## config.mk

```make
export PLATFORM = sky130hd
export DESIGN_NAME = tap_tempo_estimator_top
export DESIGN_NICKNAME = d
export VERILOG_FILES = /design/src/rtl/core/tte_pkg.sv /design/src/rtl/core/tte_ring.sv /design/src/rtl/core/tte_mul.sv /design/src/rtl/core/tte_div.sv /design/src/rtl/core/tap_tempo_estimator_top.sv
export SDC_FILE = /design/constraint.sdc
export NUM_CORES = 1
export LEC_CHECK = 0
export BUFFER_PORTS_ARGS = -buffer_cell sky130_fd_sc_hd__buf_4
export CORE_ASPECT_RATIO = 0.9
export CORE_MARGIN = 2
export CORE_UTILIZATION = 35
export CTS_CLUSTER_SIZE = 28
export DETAILED_ROUTE_END_ITERATION = 16
export GPL_TIMING_DRIVEN = 0
export PLACE_DENSITY = 0.53
export SYNTH_ARGS = -nofsm -noshare
export SYNTH_HDL_FRONTEND = slang
export SYNTH_SLANG_ARGS = --single-unit
```

## constraint.sdc

```tcl
create_clock -name clk -period 4.2 [get_ports clk]
set_input_delay 0.84 -clock clk [delete_from_list [all_inputs] [get_ports clk]]
set_output_delay 0.84 -clock clk [all_outputs]
set_load 0.01 [all_outputs]
```

## src/rtl/core/tte_pkg.sv

```systemverilog
package tte_pkg;

  localparam int RING_DEPTH = 8;
  localparam int SLOT_W     = $clog2(RING_DEPTH);
  localparam int CNT_W      = $clog2(RING_DEPTH + 1);
  localparam int DATA_W     = 16;
  localparam int SUM_W      = DATA_W + $clog2(RING_DEPTH);

  localparam int MUL_A_W = 32;
  localparam int MUL_B_W = 16;
  localparam int NUM_W   = MUL_A_W + MUL_B_W;

  localparam int FPS_W   = 14;
  localparam int FPS_TOP = FPS_W - 1;
  // 50.0 and 12.5 fps in q6.8
  localparam logic [FPS_W-1:0] FPS_HIGH = 14'd12800;
  localparam logic [FPS_W-1:0] FPS_LOW  = 14'd3200;

  // multiply by 4 and scale to q8.8 gives 2^10
  localparam int QSCALE_LOG2 = 10;
  localparam int SHIFT_W     = 7;
  localparam logic [SHIFT_W-1:0] SHIFT_INIT = SHIFT_W'(QSCALE_LOG2 - NUM_W);

  localparam int STEP_W = $clog2(SUM_W + 2);

  localparam int CFG_IDX_W = 4;
  localparam logic [CFG_IDX_W-1:0] REG_TICK_RATE = 4'd0;
  localparam logic [CFG_IDX_W-1:0] REG_TIMEOUT   = 4'd1;

  localparam logic [DATA_W-1:0] TICK_RATE_RST = 16'd1000;
  localparam logic [DATA_W-1:0] TIMEOUT_RST   = 16'd2000;

  localparam logic [1:0] KIND_TICK  = 2'd0;
  localparam logic [1:0] KIND_TAP   = 2'd1;
  localparam logic [1:0] KIND_QUERY = 2'd2;

  localparam logic RES_TAP   = 1'b0;
  localparam logic RES_QUERY = 1'b1;

  typedef struct packed {
    logic [1:0]        kind;
    logic [DATA_W-1:0] clip_span;
    logic [DATA_W-1:0] clip_frames;
  } in_item_t;

  typedef struct packed {
    logic              result_kind;
    logic [DATA_W-1:0] tempo_ticks;
    logic              new_sequence;
    logic [FPS_W-1:0]  fps_value;
    logic              fps_valid;
  } out_item_t;

  typedef struct packed {
    logic clear;
    logic push;
    logic sweep;
  } ring_ctl_t;

  typedef struct packed {
    logic load;
    logic step;
  } unit_ctl_t;

  typedef struct packed {
    logic [DATA_W-1:0] quot;
    logic              rem_nz;
  } div_stat_t;

endpackage

```

## src/rtl/core/tte_ring.sv

```systemverilog
module tte_ring (
  input  logic                          clk,
  input  logic                          rst,
  input  tte_pkg::ring_ctl_t            ctl,
  input  logic [tte_pkg::DATA_W-1:0]    wdata,
  output logic [tte_pkg::SUM_W-1:0]     sum,
  output logic [tte_pkg::CNT_W-1:0]     count,
  output logic                          last
);
  import tte_pkg::*;

  logic [DATA_W-1:0] ring [RING_DEPTH];
  logic [SLOT_W-1:0] slot;
  logic [SLOT_W-1:0] slot_next;
  logic [SLOT_W-1:0] idx;

  assign slot_next = (slot == SLOT_W'(RING_DEPTH - 1)) ? '0 : slot + 1'b1;
  assign last      = (idx == SLOT_W'(RING_DEPTH - 1));

  // one entry a cycle into the running sum of nonzero intervals
  always_ff @(posedge clk) begin
    if (rst) begin
      for (int i = 0; i < RING_DEPTH; i++) begin
        ring[i] <= '0;
      end
      slot  <= '0;
      idx   <= '0;
      sum   <= '0;
      count <= '0;
    end else if (ctl.clear) begin
      for (int i = 0; i < RING_DEPTH; i++) begin
        ring[i] <= '0;
      end
    end else if (ctl.push) begin
      ring[slot_next] <= wdata;
      slot            <= slot_next;
      idx             <= '0;
      sum             <= '0;
      count           <= '0;
    end else if (ctl.sweep) begin
      if (ring[idx] != '0) begin
        sum   <= sum + SUM_W'(ring[idx]);
        count <= count + 1'b1;
      end
      idx <= last ? '0 : idx + 1'b1;
    end
  end

endmodule

```

## src/rtl/core/tte_mul.sv

```systemverilog
module tte_mul (
  input  logic                          clk,
  input  tte_pkg::unit_ctl_t            ctl,
  input  logic [tte_pkg::MUL_A_W-1:0]   a,
  input  logic [tte_pkg::MUL_B_W-1:0]   b,
  output logic [tte_pkg::NUM_W-1:0]     product
);
  import tte_pkg::*;

  logic [MUL_A_W-1:0] mcand;
  logic [MUL_A_W-1:0] acc_hi;
  logic [MUL_B_W-1:0] acc_lo;
  logic [MUL_A_W:0]   psum;

  // shift-add, one multiplier bit a cycle, low product bits replace it
  assign psum    = {1'b0, acc_hi} + (acc_lo[0] ? {1'b0, mcand} : '0);
  assign product = {acc_hi, acc_lo};

  always_ff @(posedge clk) begin
    if (ctl.load) begin
      mcand  <= a;
      acc_hi <= '0;
      acc_lo <= b;
    end else if (ctl.step) begin
      acc_hi <= psum[MUL_A_W:1];
      acc_lo <= {psum[0], acc_lo[MUL_B_W-1:1]};
    end
  end

endmodule

```

## src/rtl/core/tte_div.sv

```systemverilog
module tte_div (
  input  logic                          clk,
  input  tte_pkg::unit_ctl_t            ctl,
  input  logic [tte_pkg::NUM_W-1:0]     dividend,
  input  logic [tte_pkg::DATA_W-1:0]    divisor,
  output tte_pkg::div_stat_t            stat
);
  import tte_pkg::*;

  logic [NUM_W-1:0]  dvd;
  logic [DATA_W-1:0] dvs;
  logic [DATA_W-1:0] rem;
  logic [DATA_W-1:0] quot;
  logic [DATA_W:0]   trial;
  logic [DATA_W:0]   diff;
  logic              qbit;

  // restoring division, one quotient bit a cycle, zeros shift in past the end
  assign trial = {rem, dvd[NUM_W-1]};
  assign diff  = trial - {1'b0, dvs};
  assign qbit  = (trial >= {1'b0, dvs});

  assign stat.quot   = quot;
  assign stat.rem_nz = (|rem) | (|dvd);

  always_ff @(posedge clk) begin
    if (ctl.load) begin
      dvd  <= dividend;
      dvs  <= divisor;
      rem  <= '0;
      quot <= '0;
    end else if (ctl.step) begin
      rem  <= qbit ? diff[DATA_W-1:0] : trial[DATA_W-1:0];
      dvd  <= {dvd[NUM_W-2:0], 1'b0};
      quot <= {quot[DATA_W-2:0], qbit};
    end
  end

endmodule

```

## src/rtl/core/tap_tempo_estimator_top.sv

```systemverilog
// tick: taken without leaving idle, no result; tap: result after a ring sweep and
//   a serial divide (divide skipped with an empty ring), with neither on timeout
// query: two serial multiplies, then one quotient bit a cycle until the leading
//   14 bits are found; neither when tempo or product is zero
// one item in flight; a new word is taken while the previous result waits
// synchronous reset restores register defaults, elapsed count saturated, ring zero
module tap_tempo_estimator_top (
  input  logic                            clk,
  input  logic                            rst,
  input  logic                            item_valid,
  output logic                            item_ready,
  input  tte_pkg::in_item_t               item,
  output logic                            result_valid,
  input  logic                            result_ready,
  output tte_pkg::out_item_t              result,
  input  logic                            cfg_valid,
  output logic                            cfg_ready,
  input  logic [tte_pkg::CFG_IDX_W-1:0]   cfg_index,
  input  logic [tte_pkg::DATA_W-1:0]      cfg_data
);
  import tte_pkg::*;

  typedef enum logic [6:0] {
    ST_IDLE  = 7'b0000001,
    ST_SWEEP = 7'b0000010,
    ST_TDIV  = 7'b0000100,
    ST_MUL1  = 7'b0001000,
    ST_MUL2  = 7'b0010000,
    ST_QDIV  = 7'b0100000,
    ST_EMIT  = 7'b1000000
  } state_t;

  state_t             state;
  logic [DATA_W-1:0]  tick_rate;
  logic [DATA_W-1:0]  timeout_ticks;
  logic [DATA_W-1:0]  elapsed;
  logic [DATA_W-1:0]  beat;
  logic [STEP_W-1:0]  step_cnt;
  logic [SHIFT_W-1:0] shift;
  out_item_t          pend;

  logic               accept;
  logic               emit_go;
  logic               timed_out;
  logic               q_invalid;
  ring_ctl_t          ring_ctl;
  unit_ctl_t          mul_ctl;
  unit_ctl_t          div_ctl;
  logic [SUM_W-1:0]   ring_sum;
  logic [CNT_W-1:0]   ring_count;
  logic               ring_last;
  logic [MUL_A_W-1:0] mul_a;
  logic [MUL_B_W-1:0] mul_b;
  logic [NUM_W-1:0]   mul_product;
  logic [NUM_W-1:0]   div_dvd;
  logic [DATA_W-1:0]  div_dvs;
  div_stat_t          div_stat;
  logic [FPS_W-1:0]   zf;
  logic [FPS_W-1:0]   fps_fold;

  assign item_ready = (state == ST_IDLE);
  assign cfg_ready  = 1'b1;
  assign accept     = item_valid & item_ready;
  assign emit_go    = (state == ST_EMIT) && (!result_valid || result_ready);
  assign timed_out  = (elapsed > timeout_ticks);
  assign q_invalid  = (beat == '0) || (item.clip_span == '0) ||
                      (item.clip_frames == '0) || (tick_rate == '0);

  tte_ring u_ring (
    .clk   (clk),
    .rst   (rst),
    .ctl   (ring_ctl),
    .wdata (elapsed),
    .sum   (ring_sum),
    .count (ring_count),
    .last  (ring_last)
  );

  tte_mul u_mul (
    .clk     (clk),
    .ctl     (mul_ctl),
    .a       (mul_a),
    .b       (mul_b),
    .product (mul_product)
  );

  tte_div u_div (
    .clk      (clk),
    .ctl      (div_ctl),
    .dividend (div_dvd),
    .divisor  (div_dvs),
    .stat     (div_stat)
  );

  always_comb begin
    ring_ctl = '0;
    mul_ctl  = '0;
    div_ctl  = '0;
    mul_a    = MUL_A_W'(item.clip_span);
    mul_b    = item.clip_frames;
    div_dvd  = {ring_sum, {(NUM_W - SUM_W){1'b0}}};
    div_dvs  = DATA_W'(ring_count);
    unique case (state)
      ST_IDLE: begin
        if (accept && item.kind == KIND_TAP) begin
          ring_ctl.clear = timed_out;
          ring_ctl.push  = !timed_out;
        end
        mul_ctl.load = accept && (item.kind == KIND_QUERY) && !q_invalid;
      end
      ST_SWEEP: begin
        ring_ctl.sweep = 1'b1;
      end
      ST_TDIV: begin
        div_ctl.load = (step_cnt == '0);
        div_ctl.step = (step_cnt != '0);
      end
      ST_MUL1: begin
        mul_a        = mul_product[MUL_A_W-1:0];
        mul_b        = tick_rate;
        mul_ctl.load = (step_cnt == STEP_W'(MUL_B_W));
        mul_ctl.step = (step_cnt != STEP_W'(MUL_B_W));
      end
      ST_MUL2: begin
        div_dvd      = mul_product;
        div_dvs      = beat;
        div_ctl.load = (step_cnt == STEP_W'(MUL_B_W));
        mul_ctl.step = (step_cnt != STEP_W'(MUL_B_W));
      end
      ST_QDIV: begin
        div_ctl.step = !div_stat.quot[FPS_TOP];
      end
      ST_EMIT: begin
      end
      default: begin
      end
    endcase
  end

  // quotient has its leading one at the top of the 14-bit window; shift tells
  // how far that window sits from the unfolded q8.8 value
  assign zf = div_stat.quot[FPS_W-1:0];

  always_comb begin
    priority if (shift[SHIFT_W-1] || shift == '0) begin
      fps_fold = (zf > FPS_HIGH || (zf == FPS_HIGH && div_stat.rem_nz)) ? zf >> 1 : zf;
    end else if (shift == SHIFT_W'(1)) begin
      fps_fold = zf >> 1;
    end else begin
      fps_fold = (zf < FPS_HIGH) ? zf >> 1 : zf >> 2;
    end
  end

  always_ff @(posedge clk) begin
    if (rst) begin
      state         <= ST_IDLE;
      tick_rate     <= TICK_RATE_RST;
      timeout_ticks <= TIMEOUT_RST;
      elapsed       <= '1;
      beat          <= '0;
      step_cnt      <= '0;
      result_valid  <= 1'b0;
    end else begin
      if (cfg_valid && cfg_ready) begin
        unique case (cfg_index)
          REG_TICK_RATE: tick_rate     <= cfg_data;
          REG_TIMEOUT:   timeout_ticks <= cfg_data;
          default: begin
          end
        endcase
      end

      if (emit_go) begin
        result_valid <= 1'b1;
      end else if (result_valid && result_ready) begin
        result_valid <= 1'b0;
      end

      unique case (state)
        ST_IDLE: begin
          if (accept) begin
            unique case (item.kind)
              KIND_TICK: begin
                if (elapsed != '1) begin
                  elapsed <= elapsed + 1'b1;
                end
              end
              KIND_TAP: begin
                elapsed           <= '0;
                pend.result_kind  <= RES_TAP;
                pend.tempo_ticks  <= beat;
                pend.new_sequence <= timed_out;
                pend.fps_value    <= '0;
                pend.fps_valid    <= 1'b0;
                state             <= timed_out ? ST_EMIT : ST_SWEEP;
              end
              KIND_QUERY: begin
                pend.result_kind  <= RES_QUERY;
                pend.tempo_ticks  <= beat;
                pend.new_sequence <= 1'b0;
                pend.fps_value    <= '0;
                pend.fps_valid    <= 1'b0;
                step_cnt          <= '0;
                state             <= q_invalid ? ST_EMIT : ST_MUL1;
              end
              default: begin
              end
            endcase
          end
        end
        ST_SWEEP: begin
          if (ring_last) begin
            step_cnt <= '0;
            state    <= ST_TDIV;
          end
        end
        ST_TDIV: begin
          step_cnt <= step_cnt + 1'b1;
          if (step_cnt == '0 && ring_count == '0) begin
            beat             <= '0;
            pend.tempo_ticks <= '0;
            state            <= ST_EMIT;
          end else if (step_cnt == STEP_W'(SUM_W + 1)) begin
            beat             <= div_stat.quot;
            pend.tempo_ticks <= div_stat.quot;
            state            <= ST_EMIT;
          end
        end
        ST_MUL1: begin
          if (step_cnt == STEP_W'(MUL_B_W)) begin
            step_cnt <= '0;
            state    <= ST_MUL2;
          end else begin
            step_cnt <= step_cnt + 1'b1;
          end
        end
        ST_MUL2: begin
          if (step_cnt == STEP_W'(MUL_B_W)) begin
            step_cnt <= '0;
            shift    <= SHIFT_INIT;
            state    <= ST_QDIV;
          end else begin
            step_cnt <= step_cnt + 1'b1;
          end
        end
        ST_QDIV: begin
          if (div_stat.quot[FPS_TOP]) begin
            pend.fps_value <= fps_fold;
            pend.fps_valid <= 1'b1;
            state          <= ST_EMIT;
          end else begin
            shift <= shift + 1'b1;
          end
        end
        ST_EMIT: begin
          if (emit_go) begin
            result <= pend;
            state  <= ST_IDLE;
          end
        end
        default: begin
          state <= ST_IDLE;
        end
      endcase
    end
  end

endmodule

```

== Word-level counts from Yosys, hierarchy flattened ==
Memory sizes are Yosys's and may differ from the RTL's. A register that Yosys moved wholly into a read port is not among the register bits.
Cells that the tools add are included.

* Equality and inequality tests: 29
* Order comparisons: 4
* Reductions and logical operators: 58
* Bitwise logic cells: 12
* Multiplexer cells: 84
* $add $sub $neg: 9

{| class="wikitable"
|+ Operators by type and width
! operator !! count
|-
| 2-to-1 mux 16 bit || 17
|-
| 2-to-1 mux 48 bit || 3
|-
| 2-to-1 mux 7 bit || 12
|-
| case mux 33 bit (2 select lines) || 1
|-
| logical NOT 16 bit || 4
|-
| 2-to-1 mux 32 bit || 2
|-
| case mux 16 bit (2 select lines) || 2
|-
| 2-to-1 mux 19 bit || 3
|-
| case mux 7 bit (7 select lines) || 1
|-
| OR reduction 48 bit || 1
|-
| adder 32 x 32 -> 33 bit || 1
|-
| OR reduction 16 bit || 2
|-
| case mux 15 bit (2 select lines) || 1
|-
| 2-to-1 mux 14 bit || 2
|-
| case mux 7 bit (2 select lines) || 2
|-
| 2-to-1 mux 13 bit || 2
|-
| nonzero test 2 bit || 11
|-
| 2-to-1 mux 3 bit || 7
|-
| 2-to-1 mux 5 bit || 4
|-
| case mux 5 bit (4 select lines) || 1
|-
| adder 19 x 16 -> 19 bit || 1
|-
| greater-or-equal comparator 17 x 16 -> 1 bit || 1
|-
| adder 16 x 1 -> 16 bit, second input constant || 1
|-
| greater-than comparator 16 bit || 1
|-
| 50 further kinds || 113
|}

* Flip-flop bits (word level): 355
* Memories kept: 1
* Memory bits (writable): 128

{| class="wikitable"
|+ Memory list
! memory !! words !! bits a word !! read ports !! clocked after memory_dff !! write ports !! line !! RTL
|-
| u_ring.ring || 8 || 16 || 1 || 1 || 8 || tte_ring.sv:12 || <nowiki>logic [DATA_W-1:0] ring [RING_DEPTH];</nowiki>
|}

== Longest topological paths before layout ==
* Depth in word-level cells: 11
* Depth in mapped cells: 15
* Gate-level depth less buffers: 13

== Cells and area by module ==
Synthesis repeated with hierarchy kept, for this count alone.

* Cells, all modules: 2397
* Area, all modules: 25589.5 um^2

{| class="wikitable"
|+ Modules (own cells, without submodules)
! module !! cells an instance !! area an instance (um^2) !! seq. area each (um^2) !! times used
|-
| tte_ring || 664 || 8249.2 || 4484.3 || 1
|-
| tap_tempo_estimator_top || 874 || 7862.5 || 3733.6 || 1
|-
| tte_div || 391 || 4763.3 || 2562.5 || 1
|-
| tte_mul || 468 || 4714.5 || 2082.0 || 1
|}

== Least setup slack after synthesis ==
No wires, ideal clock.

* Path kind: input-to-reg
* From: in rst
* To: reg result[0] (netlist name) (enable)
* Stages: 3
* Arrival: 3744 ps
* Data required time: 3729 ps
* Setup slack: -15 ps
* Cells stage by stage: clkbuf_1 -> clkbuf_1 -> nor3b_1

* Cells in the longest elaborated chain, start to end: 2

{| class="wikitable"
|+ Ends and longest elaborated chain
! item !! line !! RTL
|-
| start, declared || tap_tempo_estimator_top.sv:9 || <nowiki>input logic rst,</nowiki>
|-
| NOT 1 bit (no source line) || -- ||
|-
| AND reduction 3 bit (no source line) || -- ||
|-
| end signal, assigned || tap_tempo_estimator_top.sv:257 || <nowiki>result <= pend;</nowiki>
|-
| end, declared || tap_tempo_estimator_top.sv:15 || <nowiki>output tte_pkg::out_item_t result,</nowiki>
|}

No other way between the ends.
A chain may end at the register's enable or synchronous reset.

==> metrics.txt <==
status=finished clean; Final setup viols=0; Clock transition at path regs=roughly 60 ps; post-synthesis xor/xnor area fraction=0.02483; Top FF cell, synth=edfxtp_1; initial antenna violation count=3; Vias/cell=5.267; largest net degree at the start of global routing=31; r2r startpoint=elapsed[1]; H-tree level count=2; CTS tree=built; Power Density=~400 mW/mm2; worst rel slew slack=0.1064; Syn. warnings=0; Final #Nets=2574; Peak Freq=0.2444 GHz; input/output buffers=92; starting density of the core=0.3545; worst-margin pin slew=1340 ps; Routed WL per cell=between 20 and 25 um; DRT antenna net count=0; launch point of the worst path=elapsed[1]; Final Util=0.4118; first-pass GRT wire length=around 100000 um; Synth Area in Simple Gates=0.1756; post-synthesis sequential area ratio=0.5285; crit share post-route=0.9741; all-layer global routing usage=0.1910; Worst Skew=approximately 23 ps; Post-Syn Area=roughly 0.024 mm2; floorplan core area=0.06866 mm2; Synth async-reset ratio=0; max-slew violations=0; worst hold start=pend[26]; vias in the first global route=between 15000 and 20000; GP Congestion=around 0.87; WHS Path Cells=0; clk root buf=clkbuf_16; RSZ-0062 raised after global routing=yes; slack of the critical path=roughly 110 ps; number of synthesized flops with an enable pin=between 300 and 400; synthesis-to-finish area growth=16.17%; Die W=between 200 and 300 um; Num CTS Buffers=55; maximum VDD drop=roughly 290 uV; endpoints failing hold=0; router iterations before antenna repair=8; Starting DRT DRC Count=1428; post-DP HPWL=between 50000 and 60000 um; total congestion overflow=0; Reg2Reg Depth=9; via count=~18000; CP endpoint kind=flip-flop; Setup WS pre-CTS=-720.5 ps; CP Data Arrival Time=roughly 4200 ps; Gate Count Post-Synth=~2300; max cap viols=0; Worst setup SP type=flip-flop; worst-skew pair later-pin latency=630 ps; clk buf depth=3; Placement Rows=91; crit-path max FO=16; cell leakage power=10.60 nW; routed wire length=68420 um; # clock sinks=~490; Mapped Nets=about 2400; die height=254.2 um; Cell variety after synth=80; Hold WC Path Type=reg -> reg; Ports=95; Synth Area in Adders=0.05131; required time worst endpoint=between 4000 and 5000 ps; share of cells above drive strength 1=0.1226; syn avg cell area=about 11 um2; DRC viols=0; post-synthesis compound-gate area fraction=0.1151; main combinational cell family by area after synthesis=simple AND/OR/NAND/NOR gates; kind of critical path=reg -> reg; register bit total from synthesis=approximately 500; Die Area=approximately 0.07 mm2; mux cell area share after synthesis=0.07243; Hold Buf Count CTS=0; crit path time final=4091 ps
## cell families (layout without fill, tap and decap cells)
kind of cell / Yosys count / after routing
buffers and inverters: 202 / 404
AO/OA/AOI/OAI: 443 / 443
multiplexers: 132 / 132
XOR/XNOR: 69 / 69
other: 1 / 2
adder cells (fa/ha/maj): 98 / 98
AND/OR/NAND/NOR: 831 / 831
flip-flops: 486 / 486
## path summary, 6_finish.rpt
check                      endpoint  slack, ps
setup / recovery  u_ring.ring[3][4]        110
hold / removal           result[26]        420
setup reg to reg  u_ring.ring[3][4]        110
hold reg to reg          result[26]        420
## per-stage QoR
stage | TNS [ps] | instances | instance area [um2] | hold slack, ps | total power [mW]
4_1_cts | -8015 | 3392 | 28190 | 390.2 | 11.66
6_report | 0 | 3395 | 28270 | 417.7 | 11.55
3_5_place_dp | -48090 | 3289 | 26300 | 405.6 | 6.727
3_3_place_gp | -91400 | 3284 | 26200 | 408.2 | 6.683
5_1_grt | -6744 | 3394 | 28270 | 424.6 | 11.97
2_1_floorplan | 0 | 2262 | 24340 | 400.3 | 6.270
## cell usage after synthesis, drive strengths merged (16+ instances only)
cell / number / share of area
edfxtp: 313 / 0.39
nand2: 207 / 0.032
and2: 198 / 0.051
a21oi: 178 / 0.037
nor2: 175 / 0.027
dfxtp: 173 / 0.14
clkbuf: 110 / 0.017
ha: 95 / 0.049
o21ai: 74 / 0.015
inv: 72 / 0.011
mux2i: 67 / 0.028
nand3: 60 / 0.012
nor4: 46 / 0.013
a22o: 45 / 0.016
xnor2: 38 / 0.014
mux2: 33 / 0.015
mux4: 32 / 0.030
xor2: 31 / 0.011
nor3: 27 / 0.0056
a21o: 23 / 0.0071
nand4: 21 / 0.0054
buf: 20 / 0.0041
nand2b: 20 / 0.0051
a211oi: 18 / 0.0056
and3: 16 / 0.0041
o21a: 16 / 0.0049
## critical path, stage by stage, from the launching register on
cell      delay (ps)
dfxtp_1          600
ha_1             330
nor2b_1          130
o21a_1           160
o21a_1           150
o21ai_0          210
o211ai_1         250
and2_1           260
a21oi_1          700
nand2b_1         800
## sequential cells by signal, indices dropped and copies added (netlist names), named ones only
| name | cells |
|---|---|
| u_mul.mcand | 32 |
| u_div.rem | 16 |
| step_cnt | 5 |
| u_mul.acc_lo | 16 |
| u_mul.acc_hi | 32 |
| u_ring.slot | 3 |
| timeout_ticks | 16 |
| state | 7 |
| shift | 7 |
| tick_rate | 16 |
| u_div.dvs | 16 |
| u_ring.count | 4 |
| pend | 33 |
| elapsed | 16 |
| u_ring.ring | 128 |
| u_div.dvd | 48 |
| result | 33 |
| beat | 16 |
| u_ring.sum | 19 |
| u_ring.idx | 3 |
| result_valid | 1 |
| u_div.quot | 16 |
## power breakdown
group | internal [mW] | switching, mW | leakage [nW]
logic | 0.436 | 0.733 | 5.27
clock network | 2.87 | 2.03 | 0.907
registers | 5.32 | 0.161 | 4.43
## layout by cell type, fill, tap and decap left out, drive strengths merged, types with 7 or more instances in the layout
cell      n
clkinv   11
edfxtp  313
nor2    175
o211ai   15
o21a     16
ha       95
nor4     46
and4     10
a31oi     7
a211oi   18
o21ai    74
buf     116
mux4     32
nor4b     8
o221ai   10
nand2   207
inv      76
or3       9
and2    198
clkbuf  195
a21oi   178
nand4    21
xnor2    38
and3     16
nor2b    11
nor3     27
dfxtp   173
mux2     33
a21o     23
nand3    60
a22o     45
xor2     31
o22ai     9
mux2i    67
nand2b   20
## metal layers
metal	global-route usage	wire, um
met1	0.2823	33020
met2	0.2907	29830
met3	0.02931	4118
met4	0.05061	1454
met5	0	0
## area by class of cell
cell class,instances,area (um2)
antenna,1,2.502
multi-input combinational,1574,10790
inverter,72,270.3
tap,930,1164
buffer,129,526.8
clock buffer,84,1662
timing repair buffer,99,794.5
clock inverter,20,198.9
fill,6619,40380
sequential,486,12860
## timing repair
| action | 4_1_cts | 5_1_grt |
|---|---|---|
| gates resized for setup | 13 | 18 |
| setup buffers | 0 | 2 |
| pin swaps | 0 | 1 |
| endpoints found under the setup margin | 107 | 223 |
(Power assumes the default switching activity.)
